--- src/srl_pkg.sv ---
`default_nettype none

package srl_pkg;

   localparam int CoordBitsDefault = 12;
   localparam int ColorBits = 32;

   localparam logic REQ_START = 1'b0;
   localparam logic REQ_STEP = 1'b1;

   typedef struct packed {
      logic load;
      logic step;
      logic div;
      logic fix;
   } srl_cmd_type;

   typedef struct packed {
      logic out_hold;
   } srl_sts_type;

endpackage

`default_nettype wire

--- src/srl_ctrl.sv ---
`default_nettype none

module srl_ctrl
   import srl_pkg::*;
#(
   parameter int DIV_STEPS = CoordBitsDefault + 1
) (
   input  wire logic        clock,
   input  wire logic        reset,
   input  wire logic        req_valid,
   input  wire logic        req_type,
   output logic             req_ready,
   input  wire srl_sts_type sts,
   output srl_cmd_type      cmd
);

   localparam int CntBits = $clog2(DIV_STEPS + 1);
   localparam logic [1:0] ST_IDLE = 2'd0;
   localparam logic [1:0] ST_DIV = 2'd1;
   localparam logic [1:0] ST_FIX = 2'd2;

   logic [1:0] state_ff, state_in;
   logic [CntBits-1:0] cnt_ff, cnt_in;
   logic accept;

   assign req_ready = (state_ff == ST_IDLE) && !sts.out_hold;
   assign accept = req_valid && req_ready;

   always_comb begin
      state_in = state_ff;
      cnt_in = cnt_ff;
      cmd = '0;
      case (state_ff)
         ST_IDLE: begin
            if (accept) begin
               if (req_type == REQ_START) begin
                  cmd.load = 1'b1;
                  cnt_in = '0;
                  state_in = ST_DIV;
               end else begin
                  cmd.step = 1'b1;
               end
            end
         end
         ST_DIV: begin
            cmd.div = 1'b1;
            cnt_in = cnt_ff + 1'b1;
            if (cnt_ff == CntBits'(DIV_STEPS - 1)) begin
               state_in = ST_FIX;
            end
         end
         ST_FIX: begin
            cmd.fix = 1'b1;
            state_in = ST_IDLE;
         end
         default: begin
            state_in = ST_IDLE;
         end
      endcase
   end

   always_ff @(posedge clock) begin
      if (reset) begin
         state_ff <= ST_IDLE;
         cnt_ff <= '0;
      end else begin
         state_ff <= state_in;
         cnt_ff <= cnt_in;
      end
   end

endmodule

`default_nettype wire

--- src/srl_dp.sv ---
`default_nettype none

module srl_dp
   import srl_pkg::*;
#(
   parameter int COORD_BITS = CoordBitsDefault
) (
   input  wire logic                         clock,
   input  wire logic                         reset,
   input  wire srl_cmd_type                  cmd,
   output srl_sts_type                       sts,
   input  wire logic signed [COORD_BITS-1:0] req_start_x,
   input  wire logic signed [COORD_BITS-1:0] req_start_y,
   input  wire logic signed [COORD_BITS-1:0] req_end_x,
   input  wire logic signed [COORD_BITS-1:0] req_end_y,
   input  wire logic [ColorBits-1:0]         req_line_color,
   output logic                              rsp_valid,
   input  wire logic                         rsp_ready,
   output logic signed [COORD_BITS-1:0]      rsp_pixel_x,
   output logic signed [COORD_BITS-1:0]      rsp_pixel_y,
   output logic [ColorBits-1:0]              rsp_pixel_color,
   output logic                              rsp_last_pixel
);

   localparam int CW = COORD_BITS;
   localparam int DW = COORD_BITS + 1;

   logic active_ff;
   logic [CW-1:0] cur_x_ff, final_x_ff;
   logic [DW-1:0] rise_ff, run_ff;
   logic [ColorBits-1:0] color_ff;
   logic [DW-1:0] acc_ff, r_ff;
   logic [DW-1:0] qstep_ff, rstep_ff;
   logic [DW:0] rem_ff;
   logic [DW-1:0] quo_ff;
   logic rsp_valid_ff;
   logic [CW-1:0] px_ff, py_ff;
   logic [ColorBits-1:0] pc_ff;
   logic last_ff;

   logic [DW-1:0] x0e, y0e, x1e, y1e, dx, rise_new, rise_mag;
   logic [DW:0] shifted;
   logic [DW+1:0] diff;
   logic emit, last, adj, wrap;
   logic [DW-1:0] y_full;
   logic [DW:0] sum_r;

   assign x0e = {req_start_x[CW-1], req_start_x};
   assign y0e = {req_start_y[CW-1], req_start_y};
   assign x1e = {req_end_x[CW-1], req_end_x};
   assign y1e = {req_end_y[CW-1], req_end_y};
   assign dx = x1e - x0e;
   assign rise_new = y1e - y0e;
   assign rise_mag = rise_new[DW-1] ? (~rise_new + 1'b1) : rise_new;

   assign shifted = {rem_ff[DW-1:0], quo_ff[DW-1]};
   assign diff = {1'b0, shifted} - {2'b00, run_ff};

   assign emit = cmd.step && active_ff;
   assign last = (cur_x_ff == final_x_ff);
   assign adj = acc_ff[DW-1] && (r_ff != '0);
   assign y_full = acc_ff + {{(DW-1){1'b0}}, adj};
   assign sum_r = {1'b0, r_ff} + {1'b0, rstep_ff};
   assign wrap = (sum_r >= {1'b0, run_ff});

   assign sts.out_hold = rsp_valid_ff && !rsp_ready;

   always_ff @(posedge clock) begin
      if (reset) begin
         active_ff <= 1'b0;
         rsp_valid_ff <= 1'b0;
      end else begin
         if (cmd.load) begin
            active_ff <= ($signed(x0e) <= $signed(x1e));
         end else if (emit && last) begin
            active_ff <= 1'b0;
         end
         if (emit) begin
            rsp_valid_ff <= 1'b1;
         end else if (rsp_ready) begin
            rsp_valid_ff <= 1'b0;
         end
      end
   end

   always_ff @(posedge clock) begin
      if (cmd.load) begin
         cur_x_ff <= req_start_x;
         final_x_ff <= req_end_x;
         rise_ff <= rise_new;
         run_ff <= (dx == '0) ? DW'(1) : dx;
         color_ff <= req_line_color;
         acc_ff <= y0e;
         r_ff <= '0;
         rem_ff <= '0;
         quo_ff <= rise_mag;
      end else if (cmd.div) begin
         quo_ff <= {quo_ff[DW-2:0], ~diff[DW+1]};
         rem_ff <= diff[DW+1] ? shifted : diff[DW:0];
      end else if (cmd.fix) begin
         if (rise_ff[DW-1] && (rem_ff != '0)) begin
            qstep_ff <= ~quo_ff;
            rstep_ff <= run_ff - rem_ff[DW-1:0];
         end else if (rise_ff[DW-1]) begin
            qstep_ff <= ~quo_ff + 1'b1;
            rstep_ff <= '0;
         end else begin
            qstep_ff <= quo_ff;
            rstep_ff <= rem_ff[DW-1:0];
         end
      end else if (emit) begin
         cur_x_ff <= cur_x_ff + 1'b1;
         r_ff <= wrap ? DW'(sum_r - {1'b0, run_ff}) : sum_r[DW-1:0];
         acc_ff <= acc_ff + qstep_ff + {{(DW-1){1'b0}}, wrap};
      end
   end

   always_ff @(posedge clock) begin
      if (emit) begin
         px_ff <= cur_x_ff;
         py_ff <= y_full[CW-1:0];
         pc_ff <= color_ff;
         last_ff <= last;
      end
   end

   assign rsp_valid = rsp_valid_ff;
   assign rsp_pixel_x = px_ff;
   assign rsp_pixel_y = py_ff;
   assign rsp_pixel_color = pc_ff;
   assign rsp_last_pixel = last_ff;

endmodule

`default_nettype wire

--- src/slope_line_rasterizer_top.sv ---
// Channel   Direction  Handshake              Payload
// req_      in         req_valid / req_ready  type, start/end x and y, line color
// rsp_      out        rsp_valid / rsp_ready  pixel x, pixel y, pixel color, last pixel
//
// A step beat yields one pixel when a line is active.
// A start beat runs through the accept, a restoring divide of the rise by the
// run at one quotient bit per cycle, and a floor correction.
// Reset is synchronous and active high; it drops the active line and any pixel.
// A pixel waiting in the output register blocks a new beat only if it is not
// taken in the same cycle.
`default_nettype none

module slope_line_rasterizer_top
   import srl_pkg::*;
#(
   parameter int COORD_BITS = CoordBitsDefault
) (
   input  wire logic                         clock,
   input  wire logic                         reset,
   input  wire logic                         req_valid,
   output logic                              req_ready,
   input  wire logic                         req_type,
   input  wire logic signed [COORD_BITS-1:0] req_start_x,
   input  wire logic signed [COORD_BITS-1:0] req_start_y,
   input  wire logic signed [COORD_BITS-1:0] req_end_x,
   input  wire logic signed [COORD_BITS-1:0] req_end_y,
   input  wire logic [ColorBits-1:0]         req_line_color,
   output logic                              rsp_valid,
   input  wire logic                         rsp_ready,
   output logic signed [COORD_BITS-1:0]      rsp_pixel_x,
   output logic signed [COORD_BITS-1:0]      rsp_pixel_y,
   output logic [ColorBits-1:0]              rsp_pixel_color,
   output logic                              rsp_last_pixel
);

   srl_cmd_type cmd;
   srl_sts_type sts;

   srl_ctrl #(
      .DIV_STEPS(COORD_BITS + 1)
   ) u_ctrl (
      .clock(clock),
      .reset(reset),
      .req_valid(req_valid),
      .req_type(req_type),
      .req_ready(req_ready),
      .sts(sts),
      .cmd(cmd)
   );

   srl_dp #(
      .COORD_BITS(COORD_BITS)
   ) u_dp (
      .clock(clock),
      .reset(reset),
      .cmd(cmd),
      .sts(sts),
      .req_start_x(req_start_x),
      .req_start_y(req_start_y),
      .req_end_x(req_end_x),
      .req_end_y(req_end_y),
      .req_line_color(req_line_color),
      .rsp_valid(rsp_valid),
      .rsp_ready(rsp_ready),
      .rsp_pixel_x(rsp_pixel_x),
      .rsp_pixel_y(rsp_pixel_y),
      .rsp_pixel_color(rsp_pixel_color),
      .rsp_last_pixel(rsp_last_pixel)
   );

endmodule

`default_nettype wire

--- config.mk ---
export PLATFORM = sky130hd
export DESIGN_NAME = slope_line_rasterizer_top
export DESIGN_NICKNAME = d
export VERILOG_FILES = /design/src/srl_pkg.sv /design/src/srl_ctrl.sv /design/src/srl_dp.sv /design/src/slope_line_rasterizer_top.sv
export SDC_FILE = /design/constraint.sdc
export NUM_CORES = 1
export LEC_CHECK = 0
export BUFFER_PORTS_ARGS = -buffer_cell sky130_fd_sc_hd__buf_4
export CAP_MARGIN = 10
export CORE_UTILIZATION = 54
export DETAILED_ROUTE_END_ITERATION = 8
export PLACE_DENSITY = 0.77
export SYNTH_ARGS = -nofsm -noshare
export SYNTH_HDL_FRONTEND = slang
export SYNTH_SLANG_ARGS = --single-unit
--- constraint.sdc ---
create_clock -name clock -period 5.35 [get_ports clock]
set_clock_uncertainty 0.15 [all_clocks]
set_input_delay 0 -clock clock [delete_from_list [all_inputs] [get_ports clock]]
set_output_delay 0 -clock clock [all_outputs]
set_load 0.05 [all_outputs]
Word level (Yosys, flattened, before mapping):

Cells that the tools add are included.

* multiplexer cells: 34
* multipliers: 0
* reductions and logical operators: 23
* shift-type cells: 0
* magnitude comparators: 2
* add/sub/neg operators: 13
* bitwise gates (word level): 6
* equality and inequality tests: 9
* div/mod/pow operators: 0

Operators by type and width (number)
* $mux 13: 12
* $mux 12: 4
* $add 13x1->13 const B: 2
* $not 13->13: 2
* $sub 12x12->13: 2
* $sub 13x13->13: 2
* $reduce_and 3->1: 5
* $sub 14x13->15: 1
* $add 13x13->14: 1
* $ge 14x13->1: 1
* $mux 14: 1
* $reduce_bool 14->1: 1
* $add 13x1->13: 1
* $add 13x13->13: 1
* $logic_not 13->1: 1
* $reduce_bool 13->1: 1
* $add 12x1->12: 1
* $add 12x1->12 const B: 1
* $eq 12x12->1: 1
* $le 12x12->1: 1
* $mux 2: 5
* $reduce_bool 2->1: 5
* $mux 1: 8
* $mux 4: 2
* other kinds (12): 25

* word-level logic and storage cells: 106
* bits in writable memories: 0
* memory bits (read-only): 0
* input port bits: 85
* flip-flop bits (word level): 226
* memories: 0
* bits in latches: 0

Longest topological paths before layout:

Gate-level depths: netlist of run 1.

* depth after elaboration: 12
* gate-level depth with buffers: 26

Hierarchy:

A second synthesis of run 1 with hierarchy kept.

* cell total of the unflattened synthesis: 1181
* area total of the unflattened synthesis: 12637.1 um^2

Modules (own cells, without submodules)
* srl_dp: area each 12301.8 um^2, cells each 1140, times used 1
* srl_ctrl: area each 335.3 um^2, cells each 41, times used 1

Worst setup path before layout of run 1:

Ideal clock, no wire load.

* path kind: register to register
* start: register u_dp.rstep_ff[0]
* end: register u_dp.acc_ff[12] (data pin)
* stages on the path, launching flop included: 25
* library setup time: 270 ps
* period minus slack after synthesis: 5762 ps
* data arrival time: 5342 ps
* slack: -412 ps
* cells stage by stage: edfxtp_1 > ha_1 > fa_1 > a211oi_1 > o21ai_0 > a21oi_1 > o211ai_1 > xor2_1 > ha_1 > or3_1 > o21ai_0 > a21oi_1 > a21o_1 > buf_2 > buf_4 > fa_1 > fa_1 > a21o_1 > a21oi_1 > nor2b_1 > nor4_1 > o31ai_1 > o41ai_1 > xnor2_1 > a21oi_1

* word-level cells in the longest chain between the ends: 7

Ends and longest elaborated chain
* from (decl): RTL line srl_dp.sv:33 `logic [DW-1:0] qstep_ff, rstep_ff;`
* from (signal assigned): RTL line srl_dp.sv:103 `rstep_ff <= run_ff - rem_ff[DW-1:0];`
* from (signal assigned): RTL line srl_dp.sv:109 `rstep_ff <= rem_ff[DW-1:0];`
* $add 13x13->14: RTL line srl_dp.sv:63 `assign sum_r = {1'b0, r_ff} + {1'b0, rstep_ff};`
* $ge 14x13->1: RTL line srl_dp.sv:64 `assign wrap = (sum_r >= {1'b0, run_ff});`
* $add 13x1->13: RTL line srl_dp.sv:114 `acc_ff <= acc_ff + qstep_ff + {{(DW-1){1'b0}}, wrap};`
* $mux 13: RTL line srl_dp.sv:111 `end else if (emit) begin`
* $mux 13: RTL line srl_dp.sv:100 `end else if (cmd.fix) begin`
* $mux 13: RTL line srl_dp.sv:97 `end else if (cmd.div) begin`
* $mux 13: RTL line srl_dp.sv:87 `if (cmd.load) begin`
* to (signal assigned): RTL line srl_dp.sv:93 `acc_ff <= y0e;`
* to (signal assigned): RTL line srl_dp.sv:114
* to (decl): RTL line srl_dp.sv:32 `logic [DW-1:0] acc_ff, r_ff;`

Every way passes these cells. The select of a mux whose other input is x is not followed.
A chain may end at the register's enable or synchronous reset.

Final worst setup path of run 1:

* start: register u_dp.rstep_ff[1]
* end: register u_dp.acc_ff[12] (data pin)

Same word-level chain as after synthesis.

==> flow_summary.toml, run 1 <==
[status]
status = "complete, no violations"

[worst_setup_path]
cp_max_fo = 3
end_kind = "flop"
critPathLaunchType = "flop"
crit_required_ps = 5430
worst_ep_arrival_time_ps = 5430
crit_type = "reg2reg"

[worst_hold_path]
hold_class = "in2reg"

[drt]
firstDrtPassIters = 5
ant_nets = 0
num_vias = 9975
finalWirelength_um = 31600
first_iter_violations = 658
vias_per_cell = 5.63
drc = 0
post_drt_wl_per_cell_um = 17.8

[floorplanning]
ioPinCount = 144
die_w_um = 155
fp-row-count = 55
core_um2 = 22800
die_h_um = 155
start_util_pct = 55.4
dieArea_um2 = 24100

[logic_synthesis]
synth_top_area_share_pct = 42.5
synth_enable_flop_cells = 179
synth-seq-area-share_pct = 48.0
syn_nets = 1383
synth_ff_type = "edfxtp_1"
ys_top_cells_by_area = "edfxtp_1 42%, ha_1 9.7%, dfxtp_1 5.5%"
syn_area_um2 = 12700
synth_cells = 1192
yosys.area.top_type = "edfxtp_1"
avgSynthCellArea_um2 = 10.6
synth_cell_type_count = 77
synth-seq-cells = 214
synth-warning-count = 0
async_flop_share_pct = 0

[timing]
tns_ps = 0
finalCritPeriodShare_pct = 99.9
fin_ws_ps = 3.78
period_minus_slack_ps = 5350
finalMaxSlewViolations = 0
setup_violations = 0
fmax_mhz = 187
relSlewSlack_pct = 21.6
rsz0062_at_grt = "yes"
hold_violations = 0
tightest_slew_ps = 1170

[layout]
drive_above_1_share_pct = 18.2
antennaDiodeCount = 0
nFillCells = 1658
syn_to_final_growth_pct = 25.5
num-nets-final = 1632

[grt]
antenna_found_initial = 0
grt-ovfl-total = 0
grt_pass1_vias = 9666
grt_use_total_pct = 26.3
grt_max_degree = 91
grt_pass1_wl_um = 49800

[clock_network]
cts_buffers = 23
htreeDepth = 1
cts_tree = "built"
cts.sinks = 214
clk_pin_slew_ps = 70
clk_path_buf_depth = 3
clk_latency_ps = 530
cts_root_buf = "clkbuf_16"

[place]
hpwl_um = 21900
gp_congestion = 0.885
preCtsSetupSlack_ps = -196
io_buffers = 143

[pwr]
powerDensity_nw_per_um2 = 389
leakage_uw = 0.00642
power.total_uw = 6170
vdd_ir_drop_max_uv = 224

[flow_run]
maxCapViolCount = 0
==> state kept, by name (all words and copies together) (netlist names), 2 cells and up <==
name	cells
u_ctrl.cnt_ff	4
u_ctrl.state_ff	2
u_dp.acc_ff	13
u_dp.color_ff	32
u_dp.cur_x_ff	12
u_dp.final_x_ff	12
u_dp.qstep_ff	13
u_dp.quo_ff	13
u_dp.r_ff	13
u_dp.rem_ff	14
u_dp.rsp_pixel_color	32
u_dp.rsp_pixel_x	12
u_dp.rsp_pixel_y	12
u_dp.rstep_ff	13
u_dp.run_ff	13
==> metal layers <==
layer | vias to the layer above | global-route usage (%) | wire, um
li1 | 4878 | - | -
met1 | 4657 | 34.6 | 13200
met2 | 379 | 44.7 | 15100
met3 | 61 | 3.93 | 2330
met4 | 0 | 8.72 | 986
met5 | - | 0 | 0
==> cell type report <==
class | instances | area [um^2] | area share, %
inverters | 79 | 297 | 1.87
repair buffers | 255 | 2110 | 13.3
well taps | 313 | 392 | 2.47
clock inverters | 16 | 154 | 0.969
flip-flops and latches | 214 | 6080 | 38.2
clock buffers | 26 | 587 | 3.69
multi-input cells | 868 | 6270 | 39.5
==> worst max-delay path, stage by stage, from the launching register on <==
cell and delay [ps]:
edfxtp_1 410, ha_1 340, a21oi_2 170, o211ai_1 160
o21ai_1 150, nand2b_1 60, a21oi_1 150, xnor2_1 160
ha_1 270, and2_1 150, a31oi_1 140, o21ai_1 120
o31ai_2 280, a21oi_1 140, a21o_1 230, fa_2 370
fa_2 360, a21o_1 180, a21oi_2 150, nor2b_2 70
nor4_2 200, o31ai_2 140, o41ai_2 250, xnor2_1 170
a21oi_1 100
==> cells in the final DEF (no fill, tap or decap), types with 35 or more instances in the layout <==
cell type      count
edfxtp_1         179
a21oi_1           83
ha_1              96
nand2_1           78
nor2_1            81
dfxtp_1           35
nand3_1           36
o21ai_0           83
inv_1             76
buf_4            180
dlygate4sd3_1     73
xor2_1            45
xnor2_1           70
==> kinds of logic (layout without fill, tap and decap cells) <==
| group | after synthesis | after routing | share of synthesized area, % |
|---|---|---|---|
| adders and majority gates | 106 | 106 | 11.0 |
| xor gates and xnor gates | 115 | 115 | 7.96 |
| buffers and inverters | 110 | 376 | 3.43 |
| muxes | 26 | 26 | 2.10 |
| and+or+nand+nor | 322 | 322 | 12.4 |
| AOI/OAI and AO/OA | 299 | 299 | 15.2 |
| DFF | 214 | 214 | 48.0 |
==> worst paths after layout <==
| path | startpoint | endpoint | slack [ps] | cells past startpoint |
|---|---|---|---|---|
| max | u_dp.rstep_ff[1]$_DFFE_PP_ | u_dp.acc_ff[12]$_DFFE_PP_ | 4 | 24 |
| max reg2reg | u_dp.rstep_ff[1]$_DFFE_PP_ | u_dp.acc_ff[12]$_DFFE_PP_ | 4 | 24 |
| min | rsp_ready | u_dp.active_ff$_SDFFE_PP0P_ | 40 | 5 |
| min reg2reg | u_dp.color_ff[26]$_DFFE_PP_ | u_dp.rsp_pixel_color[26]$_DFFE_PP_ | 270 | 0 |
==> cells in the mapped netlist, types with 18 or more instances <==
| cell | instances |
|---|---|
| xor2_1 | 45 |
| ha_1 | 98 |
| mux2i_1 | 22 |
| o21ai_0 | 85 |
| edfxtp_1 | 179 |
| xnor2_1 | 70 |
| clkbuf_1 | 22 |
| inv_1 | 78 |
| nor3_1 | 22 |
| nor2_1 | 82 |
| o21a_1 | 18 |
| nand3_1 | 36 |
| nand2_1 | 80 |
| dfxtp_1 | 35 |
| a21oi_1 | 87 |
==> per-stage QoR <==
step,std cells,util [%],instance area [um^2],hold WS [ps]
detailed placement,1653,62.7,14300,29.3
CTS,1769,69.2,15800,26.5
finish,1771,69.5,15900,38.0
global placement,1653,62.7,14300,28.2
global route,1771,69.5,15900,39.7
floorplan,1192,-,12700,-51.1
==> repair_timing <==
action | 4_1_cts | 5_1_grt
resized for setup | 1 | 13
endpoints found under the setup margin | 2 | 7
hold buffers | 73 | 0
pin swaps | 9 | 5
setup buffers | 1 | 2
endpoints found under the hold margin | 92 | 0
==> report_power, final <==
| group | internal, uW | switching [uW] | total, uW | leakage, uW |
|---|---|---|---|---|
| Sequential | 2070 | 178 | 2250 | 0.00193 |
| Clock | 897 | 672 | 1570 | 0.000364 |
| Combinational | 1040 | 1310 | 2350 | 0.00412 |
| Total | 4020 | 2160 | 6170 | 0.00642 |
(Power assumes the default switching activity.)
==> run 2, diff against run 1 <==
--- a/config.mk
+++ b/config.mk
@@ -7,9 +7,9 @@
 export LEC_CHECK = 0
 export BUFFER_PORTS_ARGS = -buffer_cell sky130_fd_sc_hd__buf_4
 export CAP_MARGIN = 10
-export CORE_UTILIZATION = 54
+export CORE_UTILIZATION = 55
 export DETAILED_ROUTE_END_ITERATION = 8
-export PLACE_DENSITY = 0.77
+export PLACE_DENSITY = 0.76
 export SYNTH_ARGS = -nofsm -noshare
 export SYNTH_HDL_FRONTEND = slang
 export SYNTH_SLANG_ARGS = --single-unit
==> constraint.sdc (replaced) <==
create_clock -name clock -period 6.7 [get_ports clock]
set_clock_uncertainty 0.15 [all_clocks]
set_input_delay 0 -clock clock [delete_from_list [all_inputs] [get_ports clock]]
set_output_delay 0 -clock clock [all_outputs]
set_load 0.05 [all_outputs]
==> flow_summary.toml, run 2 (synthesis gave the netlist of run 1 again) <==
[place]
gp_congestion = 0.872
dp.cells = 1597
preCtsSetupSlack_ps = 600
hpwl_um = 21400
io_buffers = 143

[clock_network]
clk_path_buf_depth = 3
clk_latency_ps = 510
cts_setup_buffers = 0
clk_pin_slew_ps = 70
cts_root_buf = "clkbuf_16"
cts_resized = 0
cts_tree = "built"
cts.sinks = 214
cts_buffers = 22
htreeDepth = 1

[worst_setup_path]
worstReg2RegEnd = "u_dp.acc_ff[12]$_DFFE_PP_"
cp.depth = 22
rrSetupSlack_ps = 570
crit_path_frequent_cell = "a21oi_1"
crit_type = "reg2reg"
cp_max_fo = 4
crit_slowest_cell = "fa_1"
crit_end = "u_dp.acc_ff[12]$_DFFE_PP_"
critPathTopFamily = "compound AO/OA/AOI/OAI gates"
startpoint = "u_dp.rstep_ff[0]$_DFFE_PP_"
end_kind = "flop"
r2r_start = "u_dp.rstep_ff[0]$_DFFE_PP_"
crit_required_ps = 6780
r2r_cells = 22
critPathLaunchType = "flop"
path_cells = "ha_1 > fa_1 > a211oi_1 > o21ai_0 > a21oi_1 > o211ai_1 > xor2_1 > ha_1 > or3_1 > o21ai_0 > a21oi_1 > a21o_1 > fa_1 > fa_1 > a21o_1 > a21oi_1 > nor2b_1 > nor4_1 > o31ai_1 > o41ai_1 > xnor2_1 > a21oi_1"
worst_ep_arrival_time_ps = 6220
critPathBufInv = 0
critPathMaxStageDelay_ps = 430

[layout]
multi_input_area_um2 = 6160
fin_util_pct = 68.4
layout_common_cells = "179 x edfxtp_1, 151 x buf_4, 98 x ha_1"
num-nets-final = 1600
antennaDiodeCount = 0
instances_no_fill = 1710
drive_above_1_share_pct = 14.8
syn_to_final_growth_pct = 21.9
layout.area.seq_um2 = 6080
nFillCells = 1674
layout_commonest_cell = "edfxtp_1"

[grt]
antenna_found_initial = 0
grt_max_degree = 64
grt_use_total_pct = 26.2
grt-ovfl-total = 0
grt_pass1_wl_um = 49100
grt_pass1_vias = 9631

[drt]
firstDrtPassIters = 5
vias_per_cell = 5.79
post_drt_wl_per_cell_um = 17.9
finalWirelength_um = 30700
first_iter_violations = 722
num_vias = 9905
ant_nets = 0
drc = 0

[timing]
relSlewSlack_pct = 18.3
fin_ws_ps = 565
fmax_mhz = 163
period_minus_slack_ps = 6130
finalMaxSlewViolations = 0
hold_violations = 0
setup_violations = 0
tightest_slew_ps = 1220
tns_ps = 0
finalCritPeriodShare_pct = 91.6
rsz0062_at_grt = "no"
hold_ws_ps = 32.5

[floorplanning]
die_w_um = 154
core_um2 = 22600
ioPinCount = 144
start_util_pct = 56.1
dieArea_um2 = 23600
fp-row-count = 55
die_h_um = 154

[pwr]
powerDensity_nw_per_um2 = 307
leakage_uw = 0.00621
vdd_ir_drop_max_uv = 164

[flow_run]
maxCapViolCount = 0

[worst_hold_path]
hold_class = "in2reg"

[status]
status = "complete, no violations"
run 2: worst min-delay path by stage:
stage	startpoint	to	slack, ps	depth (start not counted)
5_1_grt	req_line_color[30]	u_dp.color_ff[30]$_DFFE_PP_	60	2
2_1_floorplan	req_line_color[0]	u_dp.color_ff[0]$_DFFE_PP_	-50	0
3_3_place_gp	req_line_color[13]	u_dp.color_ff[13]$_DFFE_PP_	30	1
4_1_cts	req_end_y[1]	u_dp.quo_ff[1]$_DFFE_PP_	30	6
3_5_place_dp	req_line_color[3]	u_dp.color_ff[3]$_DFFE_PP_	30	1
6_report	req_end_y[1]	u_dp.quo_ff[1]$_DFFE_PP_	30	6
run 2: timing repair:
item / 4_1_cts / 5_1_grt
setup endpoints to repair: 0 / 0
endpoints found under the hold margin: 87 / 0
hold buffers: 73 / 0
run 2: stage by stage:
| stage | power [uW] | cell area (um^2) |
|---|---|---|
| finish | 4730 | 15400 |
| global placement | 3490 | 14000 |
| detailed placement | 3540 | 14000 |
| floorplan | 3150 | 12700 |
| CTS | 4720 | 15400 |
| global route | 5010 | 15400 |
run 2: power by group:
part	internal [uW]	switching [uW]	total [uW]
clock network	645	507	1150
registers	1660	141	1800
logic	770	1010	1780
run 2: tightest hold or removal path: stages:
cell     delay, ps
buf_4           90
fa_1           150
inv_1           60
nor2_1         100
a21oi_1         50
o21ai_0        130
run 2: layout make-up:
| type | instances | area share [%] |
|---|---|---|
| clock inverters | 14 | 0.689 |
| well taps | 285 | 2.31 |
| flip-flops and latches | 214 | 39.4 |
| repair buffers | 224 | 12.1 |
| clock buffers | 26 | 3.67 |
| multi-input cells | 868 | 40.0 |
| inverters | 79 | 1.92 |
run 2: routing by layer:
| metal | vias to the layer above | share of wire, % | track usage (%) | wire length (um) |
|---|---|---|---|---|
| li1 | 4811 | - | - | - |
| met1 | 4716 | 44 | 34.7 | 13400 |
| met2 | 314 | 47 | 44.1 | 14500 |
| met3 | 64 | 6.0 | 3.78 | 1840 |
| met4 | 0 | 3.2 | 9.14 | 990 |
| met5 | - | 0 | 0 | 0 |
==> run 3, diff against run 2 <==
--- a/config.mk
+++ b/config.mk
@@ -10,6 +10,8 @@
 export CORE_UTILIZATION = 55
 export DETAILED_ROUTE_END_ITERATION = 8
 export PLACE_DENSITY = 0.76
+export RECOVER_POWER = 25
+export REMOVE_ABC_BUFFERS = 1
 export SYNTH_ARGS = -nofsm -noshare
 export SYNTH_HDL_FRONTEND = slang
 export SYNTH_SLANG_ARGS = --single-unit
==> flow_summary.toml, run 3 (synthesis gave the netlist of run 1 again) <==
[status]
status = "complete, no violations"

[pwr]
power.total_uw = 4740
seq_power_share_pct = 37.8
p_sw_share_pct = 34.6
power_switching_uw = 1640
p_int_uw = 3100
combPwrFrac_pct = 37.2
powerDensity_nw_per_um2 = 309
vdd_ir_drop_max_uv = 227
clkPwrFrac_pct = 24.9
leakage_uw = 0.00610

[clock_network]
htreeDepth = 1
cts.sinks = 214
clk_path_buf_depth = 3
cts_buffers = 23
cts_resized = 0
clk_latency_ps = 510
cts_tree = "built"
clk_pin_slew_ps = 60
cts_setup_buffers = 0
cts_root_buf = "clkbuf_16"

[timing]
tns_ps = 0
rsz0062_at_grt = "no"
relSlewSlack_pct = 26.5
period_minus_slack_ps = 6110
setup_violations = 0
tightest_slew_ps = 1100
fmax_mhz = 164
hold_violations = 0
finalMaxSlewViolations = 0
hold_ws_ps = 51.8
finalCritPeriodShare_pct = 91.2

[layout]
layout_common_cells = "179 x edfxtp_1, 98 x ha_1, 87 x a21oi_1"
nFillCells = 1672
layout_commonest_cell = "edfxtp_1"
num-nets-final = 1603
layout.area.seq_um2 = 6080
drive_above_1_share_pct = 12.7
syn_to_final_growth_pct = 21.2
antennaDiodeCount = 0
multi_input_area_um2 = 6160

[drt]
firstDrtPassIters = 5
ant_nets = 0
num_vias = 9735
drc = 0
vias_per_cell = 5.68
finalWirelength_um = 29600
first_iter_violations = 592
post_drt_wl_per_cell_um = 17.3

[worst_setup_path]
path_cells = "ha_1 > fa_1 > a211oi_1 > o21ai_0 > a21oi_1 > o211ai_1 > xor2_1 > ha_1 > or3_1 > o21ai_0 > a21oi_1 > a21o_1 > fa_1 > fa_1 > a21o_1 > a21oi_1 > nor2b_1 > nor4_1 > o31ai_1 > o41ai_1 > xnor2_1 > a21oi_1"
crit_path_frequent_cell = "a21oi_1"
worst_ep_arrival_time_ps = 6200
worstReg2RegEnd = "u_dp.acc_ff[12]$_DFFE_PP_"
startpoint = "u_dp.rstep_ff[0]$_DFFE_PP_"
end_kind = "flop"
crit_slowest_cell = "fa_1"
critPathTopFamily = "compound AO/OA/AOI/OAI gates"
cp.depth = 22
rrSetupSlack_ps = 590
r2r_cells = 22
r2r_start = "u_dp.rstep_ff[0]$_DFFE_PP_"
crit_end = "u_dp.acc_ff[12]$_DFFE_PP_"
critPathLaunchType = "flop"
critPathBufInv = 0
crit_required_ps = 6790
crit_type = "reg2reg"
critPathMaxStageDelay_ps = 430
cp_max_fo = 4

[grt]
grt_use_met1_pct = 31.1
grt_pass1_vias = 9711
grt_use_total_pct = 25.0
antenna_found_initial = 0
busiest_layer = "met2"
grt-ovfl-total = 0
use_met2_pct = 45.1
grt_use_met3_pct = 2.82
grt_max_degree = 58
grt_pass1_wl_um = 47300

[place]
io_buffers = 143
hpwl_um = 21000
gp_congestion = 0.865

[floorplanning]
core_um2 = 22600
die_w_um = 154
die_h_um = 154
fp-row-count = 55
start_util_pct = 56.1
dieArea_um2 = 23600
ioPinCount = 144

[flow_run]
maxCapViolCount = 0

[worst_hold_path]
hold_class = "in2reg"
run 3: cell count changes in the layout (fill, tap and decap cells not counted), moves of 2 or more:
cell,before,now
clkinv_4,0,2
buf_4,151,84
clkbuf_1,4,39
clkinv_2,6,4
clkbuf_4,0,37
clkinv_1,4,2
run 3: repair_timing:
item                                    CTS  global route
endpoints found under the setup margin    0             0
hold buffers                             73             0
hold endpoints to repair                 88             0
run 3: through the flow:
stage,std cells,setup WS (ps),util (%),area [um^2]
after floorplan,1161,918,-,12500
after global placement,1599,733,62.2,14000
after detailed placement,1599,673,62.2,14000
after CTS,1713,617,68.5,15500
after global routing,1713,151,68.0,15300
final,1713,589,68.0,15300
run 3: how the worst min path moves through the flow:
| stage | cells past startpoint | slack [ps] | to | from |
|---|---|---|---|---|
| 2_1_floorplan | 1 | -80 | u_dp.rsp_valid$_SDFFE_PP0P_ | reset |
| 3_3_place_gp | 1 | 30 | u_dp.color_ff[12]$_DFFE_PP_ | req_line_color[12] |
| 3_5_place_dp | 1 | 30 | u_dp.color_ff[28]$_DFFE_PP_ | req_line_color[28] |
| 4_1_cts | 5 | 40 | u_dp.active_ff$_SDFFE_PP0P_ | rsp_ready |
| 5_1_grt | 2 | 60 | u_dp.color_ff[30]$_DFFE_PP_ | req_line_color[30] |
| 6_report | 5 | 50 | u_dp.active_ff$_SDFFE_PP0P_ | rsp_ready |
run 3: layout make-up:
class                      count  area share (%)
multi-input combinational    868            40.2
sequential                   214            39.6
timing repair buffer         226            11.5
clock buffer                  30            3.92
tap                          285            2.32
inverter                      79            1.94
clock inverter                11           0.611
run 3: routing by layer:
metal | part of all wire (%) | vias to the layer above
met4 | 3.2 | 0
met1 | 42 | 4611
met2 | 51 | 229
met3 | 3.8 | 64
met5 | 0 | -
li1 | - | 4831
run 3: worst min-delay path, delay by kind of cell:
kind | cells | cell delay (ps)
simple gates | 2 | 360
compound gates | 2 | 210
buf+inv | 1 | 80
run 3: power by group through the flow:
stage	logic (uW)	clock network [uW]	registers [uW]
finish	1760	1180	1790
global route	1970	1250	1810
CTS	1760	1190	1790
global placement	1670	0	1810
floorplan	1310	0	1800
detailed placement	1710	0	1820
